===== config.mk =====
export PLATFORM = sky130hd
export DESIGN_NAME = radar_frame_sync_decoder_flat
export DESIGN_NICKNAME = d
export VERILOG_FILES = /design/src/design/rfsd_pkg.sv /design/src/design/rfsd_channels.sv /design/src/design/rfsd_frame_track.sv /design/src/design/radar_frame_sync_decoder.sv /design/src/flat_wrapper.sv
export SDC_FILE = /design/constraint.sdc
export NUM_CORES = 1
export LEC_CHECK = 0
export BUFFER_PORTS_ARGS = -buffer_cell sky130_fd_sc_hd__buf_2
export CAP_MARGIN = 30
export CELL_PAD_IN_SITES_DETAIL_PLACEMENT = 1
export CELL_PAD_IN_SITES_GLOBAL_PLACEMENT = 2
export CORE_MARGIN = 2
export CORE_UTILIZATION = 25
export CTS_CLUSTER_DIAMETER = 100
export CTS_CLUSTER_SIZE = 28
export DETAILED_ROUTE_END_ITERATION = 12
export GPL_ROUTABILITY_DRIVEN = 0
export PLACE_DENSITY = 0.61
export RECOVER_POWER = 50
export SKIP_CTS_REPAIR_TIMING = 1
export SLEW_MARGIN = 30
export SYNTH_ARGS = -nofsm -noshare
export SYNTH_HDL_FRONTEND = slang
export SYNTH_SLANG_ARGS = --single-unit

===== constraint.sdc =====
create_clock -name clock -period 9 [get_ports clock]
set_clock_uncertainty 0.1 [all_clocks]
set_input_delay 2.7 -clock clock [delete_from_list [all_inputs] [get_ports clock]]
set_output_delay 2.7 -clock clock [all_outputs]
set_load 0.02 [all_outputs]

===== src/design/rfsd_pkg.sv =====
// Package for the radar frame sync decoder: widths, header pattern, reset values,
// the result types and the sign-magnitude decode.
// No dependencies; every other design file imports it.
package rfsd_pkg;

   // Default frame geometry
   localparam int FRAME_BYTES_DEF  = 30;
   localparam int HEADER_BYTES_DEF = 4;

   // Fixed field widths and target layout
   localparam int BYTE_W     = 8;
   localparam int WORD_W     = 16;
   localparam int TARGET_LEN = 8;
   localparam int TGT_IDX_W  = $clog2(TARGET_LEN);
   localparam int DEC_W      = 8;

   localparam logic [DEC_W-1:0] DECIMATION_RESET = 8'd5;

   // Header bytes, matched by position
   localparam logic [BYTE_W-1:0] SYNC_PATTERN [4] = '{8'hAA, 8'hFF, 8'h03, 8'h00};

   localparam logic [WORD_W-1:0] SM_MAG_MASK = 16'h7fff;

   // One decoded target
   typedef struct packed {
      logic signed [WORD_W-1:0] x_mm;
      logic signed [WORD_W-1:0] y_mm;
      logic signed [WORD_W-1:0] speed_val;
      logic        [WORD_W-1:0] resolution_raw;
   } result_type;

   // Frame tracker to top level: result strobe and payload
   typedef struct packed {
      logic       emit;
      result_type res;
   } track_type;

   // Sign bit set means positive magnitude; clear means negate the whole word
   function automatic logic signed [WORD_W-1:0] sm_decode(input logic [WORD_W-1:0] w);
      logic [WORD_W-1:0] r;
      if (w[WORD_W-1]) begin
         r = w & SM_MAG_MASK;
      end else begin
         r = ~w + 16'd1;
      end
      return $signed(r);
   endfunction

endpackage


===== src/design/rfsd_channels.sv =====
// Channel interfaces for the radar frame sync decoder: byte input, decoded
// result and decimation register write. Depends on rfsd_pkg.
interface rfsd_req_if;
   import rfsd_pkg::*;
   logic              valid;
   logic              ready;
   logic [BYTE_W-1:0] rx_byte;
   modport source (output valid, output rx_byte, input ready);
   modport sink   (input valid, input rx_byte, output ready);
endinterface

interface rfsd_rsp_if;
   import rfsd_pkg::*;
   logic                     valid;
   logic                     ready;
   logic signed [WORD_W-1:0] x_mm;
   logic signed [WORD_W-1:0] y_mm;
   logic signed [WORD_W-1:0] speed_val;
   logic        [WORD_W-1:0] resolution_raw;
   modport source (output valid, output x_mm, output y_mm, output speed_val,
                   output resolution_raw, input ready);
   modport sink   (input valid, input x_mm, input y_mm, input speed_val,
                   input resolution_raw, output ready);
endinterface

interface rfsd_csr_if;
   import rfsd_pkg::*;
   logic             valid;
   logic             ready;
   logic [DEC_W-1:0] decimation;
   modport source (output valid, output decimation, input ready);
   modport sink   (input valid, input decimation, output ready);
endinterface


===== src/design/rfsd_frame_track.sv =====
// Frame tracker: header match by position, frame byte count, target one
// capture, decimation phase and result decode. Depends on rfsd_pkg.
module rfsd_frame_track #(
   parameter int FRAME_BYTES  = rfsd_pkg::FRAME_BYTES_DEF,
   parameter int HEADER_BYTES = rfsd_pkg::HEADER_BYTES_DEF
) (
   input  logic                         clock,
   input  logic                         reset,
   input  logic                         step,
   input  logic [rfsd_pkg::BYTE_W-1:0]  rx_byte,
   input  logic [rfsd_pkg::DEC_W-1:0]   decimation,
   output rfsd_pkg::track_type          track
);
   import rfsd_pkg::*;

   localparam int POS_W = $clog2(FRAME_BYTES);
   localparam logic [POS_W-1:0] HDR_POS  = POS_W'(HEADER_BYTES);
   localparam logic [POS_W-1:0] CAP_END  = POS_W'(HEADER_BYTES + TARGET_LEN);
   localparam logic [POS_W-1:0] LAST_POS = POS_W'(FRAME_BYTES - 1);

   logic [POS_W-1:0]  pos_ff, pos_in;
   logic [DEC_W-1:0]  phase_ff, phase_in;
   logic [BYTE_W-1:0] target_ff [TARGET_LEN];
   logic [BYTE_W-1:0] tgt_view [TARGET_LEN];
   logic              cap_en;
   logic [TGT_IDX_W-1:0] cap_idx;
   logic [DEC_W-1:0]  dec_eff;
   logic              emit;

   // Treat a zero decimation as one
   assign dec_eff = (decimation == '0) ? DEC_W'(1) : decimation;

   // Next position and phase for the byte in hand
   always_comb begin
      pos_in   = pos_ff;
      phase_in = phase_ff;
      emit     = 1'b0;
      if (step) begin
         priority if (pos_ff < HDR_POS) begin
            if (rx_byte != SYNC_PATTERN[pos_ff[1:0]]) begin
               pos_in = '0;
            end else begin
               pos_in = pos_ff + POS_W'(1);
            end
         end else if (pos_ff == LAST_POS) begin
            pos_in = '0;
            if (({1'b0, phase_ff} + 9'd1) >= {1'b0, dec_eff}) begin
               phase_in = '0;
               emit     = 1'b1;
            end else begin
               phase_in = phase_ff + DEC_W'(1);
            end
         end else begin
            pos_in = pos_ff + POS_W'(1);
         end
      end
   end

   // Target one sits directly after the header
   assign cap_en  = step && (pos_ff >= HDR_POS) && (pos_ff < CAP_END);
   assign cap_idx = TGT_IDX_W'(pos_ff - HDR_POS);

   always_ff @(posedge clock) begin
      if (reset) begin
         pos_ff   <= '0;
         phase_ff <= '0;
      end else begin
         pos_ff   <= pos_in;
         phase_ff <= phase_in;
      end
   end

   // Capture target bytes; no reset needed
   always_ff @(posedge clock) begin
      if (cap_en) begin
         target_ff[cap_idx] <= rx_byte;
      end
   end

   // Forward the byte being captured, for a frame that ends on target one's last byte
   always_comb begin
      for (int i = 0; i < TARGET_LEN; i++) begin
         tgt_view[i] = (cap_en && (cap_idx == TGT_IDX_W'(i))) ? rx_byte : target_ff[i];
      end
   end

   // Decode little-endian words of target one
   always_comb begin
      track.emit               = emit;
      track.res.x_mm           = sm_decode({tgt_view[1], tgt_view[0]});
      track.res.y_mm           = sm_decode({tgt_view[3], tgt_view[2]});
      track.res.speed_val      = sm_decode({tgt_view[5], tgt_view[4]});
      track.res.resolution_raw = {tgt_view[7], tgt_view[6]};
   end

endmodule


===== src/design/radar_frame_sync_decoder.sv =====
// Top level of the radar frame sync decoder: input byte register, frame
// tracker, result register and decimation register.
// Depends on rfsd_pkg, rfsd_channels and rfsd_frame_track.
//
//   channel   modport  payload                                     role
//   req_bus   sink     rx_byte[7:0]                                received link bytes
//   rsp_bus   source   x_mm, y_mm, speed_val (s16), resolution_raw decoded target one
//   csr_bus   sink     decimation[7:0]                             result every N frames
//
// A byte is taken every cycle unless a result not taken stalls it; it passes the input
// register and is decoded by the tracker into the result register.
// The rate is set by the single tracker step between input and result register.
// Reset (synchronous) clears position, phase, stage valids and sets decimation to 5.
// A result not taken stalls the input register; bytes keep flowing otherwise.
module radar_frame_sync_decoder #(
   parameter int FRAME_BYTES  = rfsd_pkg::FRAME_BYTES_DEF,
   parameter int HEADER_BYTES = rfsd_pkg::HEADER_BYTES_DEF
) (
   input  logic        clock,
   input  logic        reset,
   rfsd_req_if.sink    req_bus,
   rfsd_rsp_if.source  rsp_bus,
   rfsd_csr_if.sink    csr_bus
);
   import rfsd_pkg::*;

   logic              in_valid_ff, in_valid_in;
   logic [BYTE_W-1:0] in_byte_ff;
   logic              rsp_valid_ff, rsp_valid_in;
   result_type        rsp_data_ff;
   logic [DEC_W-1:0]  decimation_ff;
   logic              req_take;
   logic              advance;
   logic              step;
   track_type         track;

   // Stage moves when the result register is free or being emptied
   assign advance         = !rsp_valid_ff || rsp_bus.ready;
   assign step            = in_valid_ff && advance;
   assign req_bus.ready   = !in_valid_ff || advance;
   assign req_take        = req_bus.valid && req_bus.ready;
   assign csr_bus.ready   = 1'b1;

   // Hold or refill the input register
   always_comb begin
      priority if (req_take) begin
         in_valid_in = 1'b1;
      end else if (step) begin
         in_valid_in = 1'b0;
      end else begin
         in_valid_in = in_valid_ff;
      end
   end

   // Load the result register on emit, drop it once taken
   always_comb begin
      priority if (step && track.emit) begin
         rsp_valid_in = 1'b1;
      end else if (rsp_bus.ready) begin
         rsp_valid_in = 1'b0;
      end else begin
         rsp_valid_in = rsp_valid_ff;
      end
   end

   always_ff @(posedge clock) begin
      if (reset) begin
         in_valid_ff   <= 1'b0;
         rsp_valid_ff  <= 1'b0;
         decimation_ff <= DECIMATION_RESET;
      end else begin
         in_valid_ff  <= in_valid_in;
         rsp_valid_ff <= rsp_valid_in;
         if (csr_bus.valid) begin
            decimation_ff <= csr_bus.decimation;
         end
      end
   end

   // Payload registers
   always_ff @(posedge clock) begin
      if (req_take) begin
         in_byte_ff <= req_bus.rx_byte;
      end
      if (step && track.emit) begin
         rsp_data_ff <= track.res;
      end
   end

   rfsd_frame_track #(
      .FRAME_BYTES  (FRAME_BYTES),
      .HEADER_BYTES (HEADER_BYTES)
   ) u_track (
      .clock      (clock),
      .reset      (reset),
      .step       (step),
      .rx_byte    (in_byte_ff),
      .decimation (decimation_ff),
      .track      (track)
   );

   assign rsp_bus.valid          = rsp_valid_ff;
   assign rsp_bus.x_mm           = rsp_data_ff.x_mm;
   assign rsp_bus.y_mm           = rsp_data_ff.y_mm;
   assign rsp_bus.speed_val      = rsp_data_ff.speed_val;
   assign rsp_bus.resolution_raw = rsp_data_ff.resolution_raw;

endmodule


===== src/flat_wrapper.sv =====
// flat-port wrapper written by rule: the top's interface ports become plain ports
module radar_frame_sync_decoder_flat import rfsd_pkg::*;
#(
   parameter int FRAME_BYTES  = rfsd_pkg::FRAME_BYTES_DEF,
   parameter int HEADER_BYTES = rfsd_pkg::HEADER_BYTES_DEF
)
  (clock, reset, req_bus_valid, req_bus_rx_byte, req_bus_ready, rsp_bus_valid, rsp_bus_x_mm, rsp_bus_y_mm, rsp_bus_speed_val, rsp_bus_resolution_raw, rsp_bus_ready, csr_bus_valid, csr_bus_decimation, csr_bus_ready);
  rfsd_req_if req_bus_i ();
  rfsd_rsp_if rsp_bus_i ();
  rfsd_csr_if csr_bus_i ();
  input  logic clock;
  input  logic reset;
  input wire logic [$bits(req_bus_i.valid)-1:0] req_bus_valid;
  input wire logic [$bits(req_bus_i.rx_byte)-1:0] req_bus_rx_byte;
  output wire logic [$bits(req_bus_i.ready)-1:0] req_bus_ready;
  output wire logic [$bits(rsp_bus_i.valid)-1:0] rsp_bus_valid;
  output wire logic [$bits(rsp_bus_i.x_mm)-1:0] rsp_bus_x_mm;
  output wire logic [$bits(rsp_bus_i.y_mm)-1:0] rsp_bus_y_mm;
  output wire logic [$bits(rsp_bus_i.speed_val)-1:0] rsp_bus_speed_val;
  output wire logic [$bits(rsp_bus_i.resolution_raw)-1:0] rsp_bus_resolution_raw;
  input wire logic [$bits(rsp_bus_i.ready)-1:0] rsp_bus_ready;
  input wire logic [$bits(csr_bus_i.valid)-1:0] csr_bus_valid;
  input wire logic [$bits(csr_bus_i.decimation)-1:0] csr_bus_decimation;
  output wire logic [$bits(csr_bus_i.ready)-1:0] csr_bus_ready;
  assign req_bus_i.valid = req_bus_valid;
  assign req_bus_i.rx_byte = req_bus_rx_byte;
  assign req_bus_ready = req_bus_i.ready;
  assign rsp_bus_valid = rsp_bus_i.valid;
  assign rsp_bus_x_mm = rsp_bus_i.x_mm;
  assign rsp_bus_y_mm = rsp_bus_i.y_mm;
  assign rsp_bus_speed_val = rsp_bus_i.speed_val;
  assign rsp_bus_resolution_raw = rsp_bus_i.resolution_raw;
  assign rsp_bus_i.ready = rsp_bus_ready;
  assign csr_bus_i.valid = csr_bus_valid;
  assign csr_bus_i.decimation = csr_bus_decimation;
  assign csr_bus_ready = csr_bus_i.ready;
  radar_frame_sync_decoder #(.FRAME_BYTES(FRAME_BYTES), .HEADER_BYTES(HEADER_BYTES)) u_core (.clock(clock), .reset(reset), .req_bus(req_bus_i), .rsp_bus(rsp_bus_i), .csr_bus(csr_bus_i));
endmodule

==> results.sh <==
export IMPL_grt_pass1_wl_um=30100
export IMPL_use_met1=0.1550
export IMPL_grt_use_met3=0.02545
export IMPL_drt_vias_per_instance=4.575
export IMPL_synth_nets=641
export IMPL_grt_ovfl_total=0
export IMPL_core_area_um2=30350
export IMPL_placedCellCount=1064
export IMPL_min_period_ps=6033
export IMPL_dieArea_um2=32020
export IMPL_ys_ff_latch=159
export IMPL_maxSlewHeadroom=-0.09152
export IMPL_synth_cell_type_count=62
export IMPL_ys_flop_type="edfxtp_1"
export IMPL_final_common_cell="edfxtp_1"
export IMPL_ant_nets=0
export IMPL_end_kind="output pin"
export IMPL_cts_tree="built"
export IMPL_path_clk_slew_ps=70
export IMPL_max_freq_mhz=165.7
export IMPL_yosysWarnings=0
export IMPL_fin_crit_sh=0.6704
export IMPL_initial_utilization=0.2521
export IMPL_clk_path_buf_depth=2
export IMPL_netlist_instances=603
export IMPL_first_global_vias=5405
export IMPL_ir_drop_mv=0.1143
export IMPL_final_cells=1097
export IMPL_netlist_area_um2=7651
export IMPL_cts_made_buffers=17
export IMPL_critPathKind="input pin to output pin"
export IMPL_dp_hpwl_um=13170
export IMPL_grt_max_degree=44
export IMPL_clockRootBuffer="clkbuf_16"
export IMPL_yosysSeqAreaShare=0.5939
export IMPL_tightest_slew_ps=1637
export IMPL_setup_viol_count_final=0
export IMPL_arrival_ps=3230
export IMPL_area_growth_pct=17.69
export IMPL_drc=0
export IMPL_top_usage_layer="met2"
export IMPL_clock_sinks=159
export IMPL_violations="capacitance limit, slew limit"
export IMPL_die_w_um=178.9
export IMPL_firstDrtPassIters=4
export IMPL_placementRows=64
export IMPL_timing_max_cap_violations=2
export IMPL_powerDensity_nw_per_um2=180.1
export IMPL_grt_use_total=0.1239
export IMPL_num_nets_final=725
export IMPL_clk_latency_ps=430
export IMPL_cp_max_fo=3
export IMPL_ioPinCount=88
export IMPL_num_fill_cells=3322
export IMPL_layout_common_cells="edfxtp_1, clkbuf_1, nor2_1"
export IMPL_rsz0062_at_grt="false"
export IMPL_fin_tns_setup_ps=0
export IMPL_hold_viol=0
export IMPL_regToRegSetupSlack_ps=5240
export IMPL_worstSetupStartpointType="input pin"
export IMPL_synthArstFlopShare=0
export IMPL_required_ps=6200
export IMPL_port_buffers=86
export IMPL_status="complete, but fails checks"
export IMPL_hold_path_class="flop to flop"
export IMPL_die_h_um=178.9
export IMPL_grt_antenna_before_repair=0
export IMPL_drt_iter0_drc=291
export IMPL_cts_max_level=4
export IMPL_totalWireLength_um=19200
export IMPL_avgSynthCellArea_um2=12.69
export IMPL_num_vias=5019
export IMPL_synth_edf_count=136
export IMPL_grt_use_met2=0.2133
export IMPL_drive_gt1_frac=0.1071
export IMPL_maxSlewViolCount=47
export IMPL_p_leak_nw=3.257
export IMPL_routedWlPerCell_um=17.50
-- registers in the layout, indices dropped and copies added, names as in the netlist --
| name | flops |
|---|---|
| rsp_bus_resolution_raw | 16 |
| u_core.rsp_bus.speed_val | 16 |
| u_core.rsp_bus.y_mm | 16 |
| u_core.rsp_bus.x_mm | 16 |
| u_core.u_track.pos_ff | 5 |
| u_core.u_track.phase_ff | 8 |
| u_core.u_track.target_ff | 64 |
| u_core.in_valid_ff | 1 |
| u_core.decimation_ff | 8 |
| u_core.rsp_bus.valid | 1 |
| u_core.in_byte_ff | 8 |
-- path summary, 6_finish.rpt --
path                             startpoint                        end  cells after the start
max                           rsp_bus_ready              req_bus_ready                      4
min          u_core.u_track.target_ff[6][7]  rsp_bus_resolution_raw[7]                      0
max reg2reg      u_core.u_track.phase_ff[0]     u_core.rsp_bus.x_mm[5]                     10
min reg2reg  u_core.u_track.target_ff[6][7]  rsp_bus_resolution_raw[7]                      0
-- critical path, stage by stage --
cell and delay (ps):
clkbuf_1 90, nor2b_1 180, nand2_1 90, buf_2 170
-- power breakdown --
| group | internal [mW] | leakage [nW] | switching, mW |
|---|---|---|---|
| clock | 0.425 | 0.305 | 0.334 |
| sequential | 0.801 | 1.42 | 0.00270 |
| combinational | 0.0145 | 1.54 | 0.0442 |
| total | 1.24 | 3.26 | 0.381 |
-- synthesized netlist by cell type, drive strengths merged (3+ instances only) --
| library cell | n | area, um^2 |
|---|---|---|
| and3 | 6 | 37.54 |
| o2111ai | 4 | 52.56 |
| nand2 | 29 | 108.9 |
| o21ai | 8 | 40.03 |
| xnor2 | 41 | 359.1 |
| a31oi | 7 | 43.79 |
| and2 | 3 | 18.77 |
| nand3 | 11 | 55.05 |
| nand2b | 4 | 25.02 |
| a22o | 5 | 43.79 |
| inv | 15 | 56.30 |
| nand4 | 5 | 73.82 |
| o21bai | 4 | 30.03 |
| xor2 | 16 | 140.1 |
| mux2i | 58 | 584.3 |
| ha | 17 | 212.7 |
| nor4 | 13 | 96.34 |
| a21o | 3 | 22.52 |
| edfxtp | 136 | 4084 |
| clkbuf | 13 | 48.80 |
| o21a | 3 | 22.52 |
| nor3b | 4 | 30.03 |
| dfxtp | 23 | 460.4 |
| nor2 | 71 | 281.5 |
| nor3 | 20 | 110.1 |
| buf | 17 | 118.9 |
| mux2 | 7 | 86.33 |
| a21oi | 27 | 135.1 |
| and4 | 3 | 26.28 |
-- logic make-up after synthesis --
family,count (synthesis),synth area share
AND/OR/NAND/NOR,181,0.1253
flip-flops,159,0.5939
AO/OA/AOI/OAI,78,0.07032
multiplexers,65,0.08765
XOR/XNOR,57,0.06525
buffers and inverters,45,0.02927
adder cells (fa/ha/maj),17,0.02780
other,1,0.0004901
-- through the flow --
step | util | total power, mW | area, um^2 | setup slack [ps] | hold WS [ps]
after floorplan | - | 0.8525 | 7651 | 3040 | 300.3
after global placement | 0.2794 | 0.8806 | 8478 | 2959 | 309.4
after detailed placement | 0.2797 | 0.8825 | 8488 | 2945 | 306.1
after CTS | 0.3000 | 1.648 | 9105 | 2943 | 323.0
after global routing | 0.2966 | 1.677 | 9002 | 2888 | 331.0
final | 0.2967 | 1.622 | 9005 | 2967 | 321.6
-- layer usage --
| metal | routed length (um) | part of all wire |
|---|---|---|
| met1 | 8864 | 0.46 |
| met2 | 9382 | 0.49 |
| met3 | 658 | 0.034 |
| met4 | 293 | 0.015 |
| met5 | 0 | 0 |
-- cell type report --
type / instances / area [um^2] / share of cell area
antenna: 1 / 2.502 / 0.0002779
clock buffer: 17 / 425.4 / 0.04724
clock inverter: 15 / 191.4 / 0.02126
inverter: 15 / 56.30 / 0.006253
multi-input combinational: 399 / 2905 / 0.3226
sequential: 159 / 4544 / 0.5047
tap: 396 / 495.5 / 0.05502
timing repair buffer: 95 / 384.1 / 0.04266
(Power assumes the default switching activity.)
